### src/rtl/core/mhcp_pkg.sv
// mhcp_pkg: shared types and constant tables of the heater current pwm unit
// used by the top level, the divide unit and the port checker; no dependencies
`default_nettype none

package mhcp_pkg;

	typedef enum logic [1:0] {
		CMD_TICK    = 2'd0,
		CMD_SET     = 2'd1,
		CMD_ENABLE  = 2'd2,
		CMD_DISABLE = 2'd3
	} cmd_t;

	typedef struct packed {
		cmd_t        command;
		logic [2:0]  channel;
		logic [15:0] current_request;
		logic [7:0]  adc_sample;
	} cmd_item_t;

	typedef struct packed {
		logic [7:0] heater_pins;
		logic [5:0] adc_mux_code;
		logic [7:0] enabled_mask;
		logic       overcurrent_trip;
	} rsp_item_t;

	// divide unit request and status
	typedef struct packed {
		logic       start;
		logic [7:0] num;
		logic [7:0] den;
	} div_req_t;

	typedef struct packed {
		logic       done;
		logic [3:0] quot;
	} div_rsp_t;

	localparam int unsigned NUM_CH    = 8;
	localparam int unsigned NUM_WORDS = 128;

	localparam logic [1:0] TRIP_BITS = 2'b11; // sample bits 7:6, i.e. 0xc0

	localparam logic [15:0] LEVEL_TABLE [NUM_WORDS] = '{
		16'h0001, 16'h0101, 16'h0111, 16'h1111, 16'h1115, 16'h1515, 16'h1555, 16'h5555,
		16'h5557, 16'h5757, 16'h5777, 16'h7777, 16'h777f, 16'h7f7f, 16'h7fff, 16'hffff,
		16'h0002, 16'h0202, 16'h0222, 16'h2222, 16'h222a, 16'h2a2a, 16'h2aaa, 16'haaaa,
		16'haaae, 16'haeae, 16'haeee, 16'heeee, 16'heeef, 16'hefef, 16'hefff, 16'hffff,
		16'h0004, 16'h0404, 16'h0444, 16'h4444, 16'h4454, 16'h4545, 16'h4555, 16'h5555,
		16'h5557, 16'h5757, 16'h5777, 16'h7777, 16'h777f, 16'h7f7f, 16'h7fff, 16'hffff,
		16'h0008, 16'h0808, 16'h0888, 16'h8888, 16'h88a8, 16'h8a8a, 16'h8aaa, 16'haaaa,
		16'haaae, 16'haeae, 16'haeee, 16'heeee, 16'heeef, 16'hefef, 16'hefff, 16'hffff,
		16'h0010, 16'h1010, 16'h1110, 16'h1111, 16'h1511, 16'h1515, 16'h1555, 16'h5555,
		16'h5557, 16'h5757, 16'h5777, 16'h7777, 16'h777f, 16'h7f7f, 16'h7fff, 16'hffff,
		16'h0020, 16'h2020, 16'h2220, 16'h2222, 16'h2a22, 16'h2a2a, 16'h2aaa, 16'haaaa,
		16'haaae, 16'haeae, 16'haeee, 16'heeee, 16'heeef, 16'hefef, 16'hefff, 16'hffff,
		16'h0040, 16'h4040, 16'h4440, 16'h4444, 16'h5444, 16'h4545, 16'h4555, 16'h5555,
		16'h5557, 16'h5757, 16'h5777, 16'h7777, 16'h777f, 16'h7f7f, 16'h7fff, 16'hffff,
		16'h0080, 16'h8080, 16'h8880, 16'h8888, 16'ha888, 16'h8a8a, 16'h8aaa, 16'haaaa,
		16'haaae, 16'haeae, 16'haeee, 16'heeee, 16'heeef, 16'hefef, 16'hefff, 16'hffff
	};

	localparam logic [5:0] MUX_TABLE [NUM_CH] = '{
		6'h20, 6'h21, 6'h22, 6'h23, 6'h24, 6'h25, 6'h07, 6'h06
	};

endpackage

`default_nettype wire

### src/rtl/core/multichannel_heater_current_pwm_unit.sv
// multichannel_heater_current_pwm_unit: eight-channel heater current regulator, slotted pwm
// depends on mhcp_pkg and mhcp_div
// set, enable and disable items are taken while idle and give no result
// a tick on which the divide runs goes through the divide, update and emit states, any other
// tick through update and emit; the divide state ends on the done flag after the four divide
// steps on the shared compare/subtract unit; cmd_ready is low from a tick's acceptance until
// its result is loaded, and the load waits while a stalled result holds the output register
// arst_n clears all targets, patterns, enables, the scan position and the half select
`default_nettype none

module multichannel_heater_current_pwm_unit #(
	parameter int unsigned CHANNELS = 8
) (
	input  wire logic                 clk,
	input  wire logic                 arst_n,
	input  wire logic                 cmd_valid,
	output      logic                 cmd_ready,
	input  wire mhcp_pkg::cmd_item_t  cmd_data,
	output      logic                 rsp_valid,
	input  wire logic                 rsp_ready,
	output      mhcp_pkg::rsp_item_t  rsp_data
);
	import mhcp_pkg::*;

	typedef enum logic [1:0] {
		ST_IDLE,
		ST_DIV,
		ST_UPD,
		ST_EMIT
	} state_t;

	state_t     state_q;

	// per channel store
	logic [6:0] target_q  [CHANNELS];
	logic [7:0] pat_lo_q  [CHANNELS];
	logic [7:0] pat_hi_q  [CHANNELS];
	logic [7:0] enabled_q;

	// scan position; armed_q low until the first tick, so that tick checks nothing
	logic [2:0] scan_q;
	logic       armed_q;
	logic       half_q;

	// what the accepted tick does to the scanned channel
	logic       trip_q;
	logic       div_q;

	logic       rsp_valid_q;
	rsp_item_t  rsp_q;

	div_req_t   div_req;
	div_rsp_t   div_rsp;

	logic       accept;
	logic       is_tick;
	logic       chan_ok;
	logic       check;
	logic       over;
	logic [6:0] targ_sel;
	logic [6:0] new_targ;
	logic [15:0] upd_word;
	logic [7:0] pins;

	assign cmd_ready = (state_q == ST_IDLE);
	assign accept    = cmd_valid && cmd_ready;
	assign is_tick   = (cmd_data.command == CMD_TICK);
	assign chan_ok   = ({1'b0, cmd_data.channel} < 4'(CHANNELS));
	assign check     = armed_q && enabled_q[scan_q];
	assign over      = (cmd_data.adc_sample[7:6] & TRIP_BITS) != 2'b00;
	assign new_targ  = cmd_data.current_request[8:2];
	assign upd_word  = LEVEL_TABLE[{scan_q, div_rsp.quot}];

	// target of the scanned channel for the divide
	always_comb begin
		targ_sel = 7'd0;
		for (int i = 0; i < CHANNELS; i++) begin
			if (scan_q == 3'(i)) begin
				targ_sel = target_q[i];
			end
		end
	end

	// pin levels at the current slot, from the half chosen by half_q
	always_comb begin
		pins = 8'd0;
		for (int i = 0; i < CHANNELS; i++) begin
			pins[i] = half_q ? pat_lo_q[i][scan_q] : pat_hi_q[i][scan_q];
		end
	end

	// divide only on a checked, non-tripping tick in the high half
	always_comb begin
		div_req.start = accept && is_tick && check && !over && half_q;
		div_req.num   = {1'b0, targ_sel};
		div_req.den   = cmd_data.adc_sample;
	end

	mhcp_div u_div (
		.clk    (clk),
		.arst_n (arst_n),
		.req    (div_req),
		.rsp    (div_rsp)
	);

	always_ff @(posedge clk or negedge arst_n) begin
		if (!arst_n) begin
			state_q     <= ST_IDLE;
			enabled_q   <= 8'd0;
			scan_q      <= 3'd0;
			armed_q     <= 1'b0;
			half_q      <= 1'b0;
			trip_q      <= 1'b0;
			div_q       <= 1'b0;
			rsp_valid_q <= 1'b0;
			rsp_q       <= '0;
			for (int i = 0; i < CHANNELS; i++) begin
				target_q[i] <= 7'd0;
				pat_lo_q[i] <= 8'd0;
				pat_hi_q[i] <= 8'd0;
			end
		end else begin
			// result taken downstream; a load in ST_EMIT sets valid itself
			if (rsp_valid_q && rsp_ready && state_q != ST_EMIT) begin
				rsp_valid_q <= 1'b0;
			end
			case (state_q)
				ST_IDLE: begin
					if (accept) begin
						if (is_tick) begin
							trip_q  <= check && over;
							div_q   <= check && !over && half_q;
							state_q <= (check && !over && half_q) ? ST_DIV : ST_UPD;
						end else if (chan_ok) begin
							for (int i = 0; i < CHANNELS; i++) begin
								if (cmd_data.channel == 3'(i)) begin
									case (cmd_data.command)
										CMD_SET: begin
											if (cmd_data.current_request != 16'd0) begin
												// store target, then act as enable
												target_q[i] <= new_targ;
												pat_lo_q[i] <= (new_targ != 7'd0) ?
													LEVEL_TABLE[7'(i * 16)][7:0] : 8'd0;
												pat_hi_q[i] <= 8'd0;
												enabled_q[i] <= 1'b1;
											end else begin
												pat_lo_q[i] <= 8'd0;
												pat_hi_q[i] <= 8'd0;
												enabled_q[i] <= 1'b0;
											end
										end
										CMD_ENABLE: begin
											pat_lo_q[i] <= (target_q[i] != 7'd0) ?
												LEVEL_TABLE[7'(i * 16)][7:0] : 8'd0;
											pat_hi_q[i] <= 8'd0;
											enabled_q[i] <= 1'b1;
										end
										CMD_DISABLE: begin
											pat_lo_q[i] <= 8'd0;
											pat_hi_q[i] <= 8'd0;
											enabled_q[i] <= 1'b0;
										end
										default: begin
										end
									endcase
								end
							end
						end
					end
				end
				ST_DIV: begin
					if (div_rsp.done) begin
						state_q <= ST_UPD;
					end
				end
				ST_UPD: begin
					// apply trip or new pattern, then move to the next slot
					for (int i = 0; i < CHANNELS; i++) begin
						if (scan_q == 3'(i)) begin
							if (trip_q) begin
								pat_lo_q[i]  <= 8'd0;
								pat_hi_q[i]  <= 8'd0;
								enabled_q[i] <= 1'b0;
							end else if (div_q) begin
								pat_lo_q[i] <= upd_word[7:0];
								pat_hi_q[i] <= upd_word[15:8];
							end
						end
					end
					scan_q  <= scan_q + 3'd1;
					armed_q <= 1'b1;
					if (scan_q == 3'd7) begin
						half_q <= ~half_q;
					end
					state_q <= ST_EMIT;
				end
				ST_EMIT: begin
					// wait for the output register to be free
					if (!rsp_valid_q || rsp_ready) begin
						rsp_q.heater_pins      <= pins;
						rsp_q.adc_mux_code     <= MUX_TABLE[scan_q];
						rsp_q.enabled_mask     <= enabled_q;
						rsp_q.overcurrent_trip <= trip_q;
						rsp_valid_q            <= 1'b1;
						state_q                <= ST_IDLE;
					end
				end
				default: begin
					state_q <= ST_IDLE;
				end
			endcase
		end
	end

	assign rsp_valid = rsp_valid_q;
	assign rsp_data  = rsp_q;

endmodule

`default_nettype wire

### src/rtl/core/mhcp_div.sv
// mhcp_div: four-step restoring divide, one compare and subtract per cycle
// depends on mhcp_pkg for the request and status structs
`default_nettype none

module mhcp_div (
	input  wire logic              clk,
	input  wire logic              arst_n,
	input  wire mhcp_pkg::div_req_t req,
	output      mhcp_pkg::div_rsp_t rsp
);
	import mhcp_pkg::*;

	logic [7:0] rem_q;
	logic [7:0] den_q;
	logic [3:0] quot_q;
	logic [1:0] step_q;
	logic       busy_q;
	logic       done_q;

	logic       take;
	logic [7:0] diff;
	logic [7:0] rem_nxt;

	// last step compares strictly, earlier steps also take on equal
	always_comb begin
		take    = (step_q == 2'd3) ? (rem_q > den_q) : (rem_q >= den_q);
		diff    = rem_q - den_q;
		rem_nxt = take ? diff : rem_q;
	end

	always_ff @(posedge clk or negedge arst_n) begin
		if (!arst_n) begin
			busy_q <= 1'b0;
			done_q <= 1'b0;
			step_q <= 2'd0;
		end else begin
			done_q <= 1'b0;
			if (req.start) begin
				busy_q <= 1'b1;
				step_q <= 2'd0;
			end else if (busy_q) begin
				step_q <= step_q + 2'd1;
				if (step_q == 2'd3) begin
					busy_q <= 1'b0;
					done_q <= 1'b1;
				end
			end
		end
	end

	always_ff @(posedge clk) begin
		if (req.start) begin
			rem_q  <= req.num;
			den_q  <= req.den;
			quot_q <= 4'd0;
		end else if (busy_q) begin
			rem_q  <= {rem_nxt[6:0], 1'b0};
			quot_q <= {quot_q[2:0], take};
		end
	end

	assign rsp.done = done_q;
	assign rsp.quot = quot_q;

endmodule

`default_nettype wire

### config.mk
export PLATFORM = sky130hd
export DESIGN_NAME = multichannel_heater_current_pwm_unit
export DESIGN_NICKNAME = d
export VERILOG_FILES = /design/src/rtl/core/mhcp_pkg.sv /design/src/rtl/core/multichannel_heater_current_pwm_unit.sv /design/src/rtl/core/mhcp_div.sv
export SDC_FILE = /design/constraint.sdc
export NUM_CORES = 1
export LEC_CHECK = 0
export BUFFER_PORTS_ARGS = -buffer_cell sky130_fd_sc_hd__buf_2
export CAP_MARGIN = 20
export CORE_MARGIN = 2
export CORE_UTILIZATION = 40
export CTS_CLUSTER_DIAMETER = 80
export DETAILED_ROUTE_END_ITERATION = 10
export HOLD_SLACK_MARGIN = 0.06
export PLACE_DENSITY = 0.61
export SYNTH_ARGS = -nofsm -noshare
export SYNTH_HDL_FRONTEND = slang
export SYNTH_SLANG_ARGS = --single-unit
### constraint.sdc
create_clock -name clk -period 3 [get_ports clk]
set_input_delay 0.6 -clock clk [delete_from_list [all_inputs] [get_ports clk]]
set_output_delay 0.6 -clock clk [all_outputs]
set_load 0.01 [all_outputs]
==> results.rst <==
.. list-table::
   :header-rows: 1

   * - Metric
     - Value
   * - Vias in the first global route
     - 8793
   * - Internal Power
     - 9.86 mW
   * - IO buf count
     - 55
   * - Number of ports placed on the die boundary
     - 58
   * - Total GRT Usage
     - 19.3%
   * - Clock skew
     - 0.0128 ns
   * - Drt first-iter violations
     - 584
   * - Maximum clock frequency
     - 363 MHz
   * - # rows
     - 65
   * - Number of buffers added by the clock tree synthesis step
     - 27
   * - Final Slew Violations
     - 0
   * - Max Cap Viol
     - 0
   * - Post-route clock period utilization
     - 91.9%
   * - Number of antenna diodes
     - 0
   * - Clock Path Buffers
     - 3
   * - Slew at the pin closest to its max-slew limit
     - 0.986 ns
   * - Crit path to
     - pat_hi_q[30]
   * - Gate power share
     - 46.6%
   * - Startpoint of the worst setup timing path
     - u_div.quot_q[1]
   * - Residual overflow from global routing
     - 0
   * - Share of the yosys chip area belonging to registers
     - 48.7%
   * - Launching point of the worst reg2reg path
     - u_div.quot_q[1]
   * - Element type at the critical path end
     - register
   * - Residual DRC count
     - 0
   * - Peak ir drop on the vdd network
     - 0.534 mV
   * - Ratio of cells with drive above 1 in the final layout
     - 35.1%
   * - Number of warnings printed during yosys synthesis
     - 0
   * - Area of the core region
     - 0.0316 mm2
   * - Most common cell in the netlist
     - dfrtp_1
   * - Number of library cell types mapped by synthesis
     - 73
   * - Number of enable-type register cells in the synthesized netlist
     - 15
   * - Drt total wl
     - 31500 um
   * - Resized Gates After CTS
     - 0
   * - Cell count after synthesis
     - 1011
   * - Cells taking the most area after synthesis
     - dfrtp_1 44%, mux2_2 13%, mux4_2 7.4%
   * - Chip Height
     - 183 um
   * - Mean number of vias per cell
     - 5.65
   * - DP Worst Slack
     - 0.290 ns
   * - Type of origin of the critical path
     - register
   * - Share of the synthesized area in the top cell type
     - 44.4%
   * - Area enclosed by the die boundary
     - 0.0334 mm2
   * - Mean routed wirelength per cell
     - 20.8 um
   * - Antenna violation net count after detailed routing
     - 0
   * - Hold crit path type
     - primary input to register
   * - Insertion delay of the later-clocked pin in the worst-skew pair
     - 0.54 ns
   * - Routability congestion estimate
     - 0.846
   * - Synth Area per Inst
     - 12.7 um2
   * - Endpoints failing hold
     - 0
   * - TritonCTS Sinks
     - 247
   * - TritonCTS clock tree
     - built
   * - Clock transition at the register clock pins on the worst setup and hold paths after CTS
     - 0.06 ns
   * - Final setup margin
     - 0.244 ns
   * - Number of nets in the finished design
     - 1154
   * - Most frequent cells after synthesis
     - 227 x dfrtp_1, 143 x mux2_2, 66 x nand2_1
   * - Final critical path time including I/O delays and setup
     - 2.76 ns
   * - Fill cell count
     - 2866
   * - Final setup viols
     - 0
   * - H-tree Lvls
     - 1
   * - Crit path arrival time
     - 3.24 ns
   * - Maximum fanout encountered on the critical timing path
     - 12
   * - RSZ-0062 raised after global routing
     - no
   * - Slew margin rel.
     - 33.9%
   * - Total of flip-flops plus latches after synthesis
     - 247
   * - Total power density per cell area
     - 1080 mW/mm2
   * - Main synth FF type
     - dfrtp_1
   * - Min-delay src
     - cmd_data[1]
   * - Area post-placement
     - 0.0137 mm2
   * - Total power after layout
     - 15.8 mW
   * - Overall via count from detail_route
     - 8565
   * - Wire length of the first global-routing pass
     - 50700 um
   * - FFs w/ async S/R, synth
     - 91.9%
   * - Result of the run
     - finished clean
   * - Lkg Pwr
     - 6.58 nW
   * - Number of cells on the worst reg-to-reg path
     - 7
   * - Reg2Reg Capture Point
     - pat_hi_q[30]
   * - Post-route cell area
     - 0.0146 mm2
   * - HPWL after detailed placement
     - 21900 um
   * - Post-synthesis cell area
     - 0.0128 mm2
   * - Switching Share
     - 37.6%
   * - Cell type with the largest total area after synthesis
     - dfrtp_1
   * - Number of buffers inserted by post-CTS setup repair
     - 0
   * - Net switching power of the design
     - 5.95 mW
   * - Antenna violations before repair
     - 0
   * - Count of TritonRoute iterations in the first routing pass
     - 7
   * - Master cell of the clock root buffer
     - clkbuf_16
   * - Die X
     - 183 um
   * - Proportion of power drawn by flip-flops and latches
     - 33.0%
   * - Aggregate negative setup slack
     - 0 ns
   * - Required time reported for the critical path endpoint
     - 3.48 ns
   * - Layout overhead on the synthesized area
     - 14.0%
   * - Part of the power in the clock network
     - 20.4%
   * - Slack of the worst reg-to-reg path
     - 0.24 ns
   * - Pin count of the biggest net entering global routing
     - 71
   * - Class of the most critical setup path
     - register to register
   * - Effective utilization at floorplan
     - 40.5%
## power groups by stage
stage / sequential [mW] / combinational (mW) / clock [mW]
finish: 5.21 / 7.37 / 3.23
global route: 5.35 / 7.98 / 3.45
CTS: 5.20 / 7.40 / 3.32
detailed placement: 5.26 / 7.38 / 0
global placement: 5.22 / 7.28 / 0
floorplan: 5.02 / 5.31 / 0
## layout by cell type (no fill, tap or decap), types with 7 or more instances in the layout
cell and count:
a21oi_1 40, mux2_4 18, inv_1 32, nor2b_1 15, edfxtp_1 15, mux2_2 143
a31oi_1 11, nand2b_1 11, ha_1 23, nand2_1 66, mux2_1 37, o21ai_0 57
buf_4 60, a211oi_1 11, mux4_2 42, buf_2 54, nor2_1 41, dfrtp_1 225
mux2i_1 9, clkbuf_8 7, nor4_1 7, nor3_1 7, nand3b_1 14, nand3_1 13
nand2_8 7, a22oi_1 7, clkbuf_16 27
## cells by family (layout without fill, tap and decap cells)
logic type      after synthesis  in the layout  share of synthesized area (%)
mux                         249            249                           26.1
other cells                   1              2                         0.0293
flops                       247            247                           48.7
fa+ha+maj                    25             25                           2.48
buf+inv                      98            201                           4.08
xor+xnor                      5              5                          0.342
compound gates              184            184                           9.36
simple gates                202            202                           8.93
## critical path, cell delays in order (launching register included)
cell and delay (ns):
dfxtp_1 0.58, inv_1 0.15, ha_1 0.37, inv_1 0.20
o41ai_1 0.09, a211oi_1 0.82, buf_4 0.31, mux2_2 0.16
## final cells by class
| cell class | instances | area [um2] | area share [%] |
|---|---|---|---|
| Timing Repair Buffer | 119 | 806 | 5.52 |
| Clock buffer | 40 | 795 | 5.45 |
| Multi-Input combinational cell | 667 | 6050 | 41.5 |
| Sequential cell | 247 | 6240 | 42.8 |
| Clock inverter | 7 | 67.6 | 0.463 |
| Inverter | 35 | 133 | 0.909 |
| Tap cell | 402 | 503 | 3.45 |
## registers in the layout, summed over array words and instances (netlist names), 2 cells and up
| name | cells |
|---|---|
| state_q | 2 |
| target_q | 56 |
| pat_hi_q | 64 |
| u_div.step_q | 2 |
| u_div.quot_q | 4 |
| enabled_q | 8 |
| pat_lo_q | 64 |
| u_div.den_q | 8 |
| scan_q | 3 |
| u_div.rem_q | 8 |
| rsp_data | 21 |
## layer usage
metal	GRT usage, %	wire, um	up-vias
li1	-	-	3889
met4	4.03	569	0
met2	30.3	14200	249
met5	0	0	-
met3	2.70	1660	50
met1	28.6	15200	4377
## metrics by stage
stage	cells	utilization (%)	hold WS, ns
4_1_cts	1517	46.2	0.220
2_1_floorplan	1012	-	0.304
3_5_place_dp	1469	43.5	0.465
6_report	1517	46.2	0.236
3_3_place_gp	1469	43.5	0.456
5_1_grt	1517	46.2	0.225
## repair_timing
item	CTS	global route
hold endpoints to repair	65	0
hold buffers	1	0
setup endpoints to repair	0	0
## worst min-delay path by stage
stage                     endpoint  cells after the start
floorplan                  armed_q                      0
global placement      rsp_data[10]                      2
detailed placement    rsp_data[10]                      2
CTS                 u_div.den_q[1]                      1
global route        u_div.den_q[1]                      1
finish              u_div.den_q[1]                      1
(Power assumes the default switching activity.)
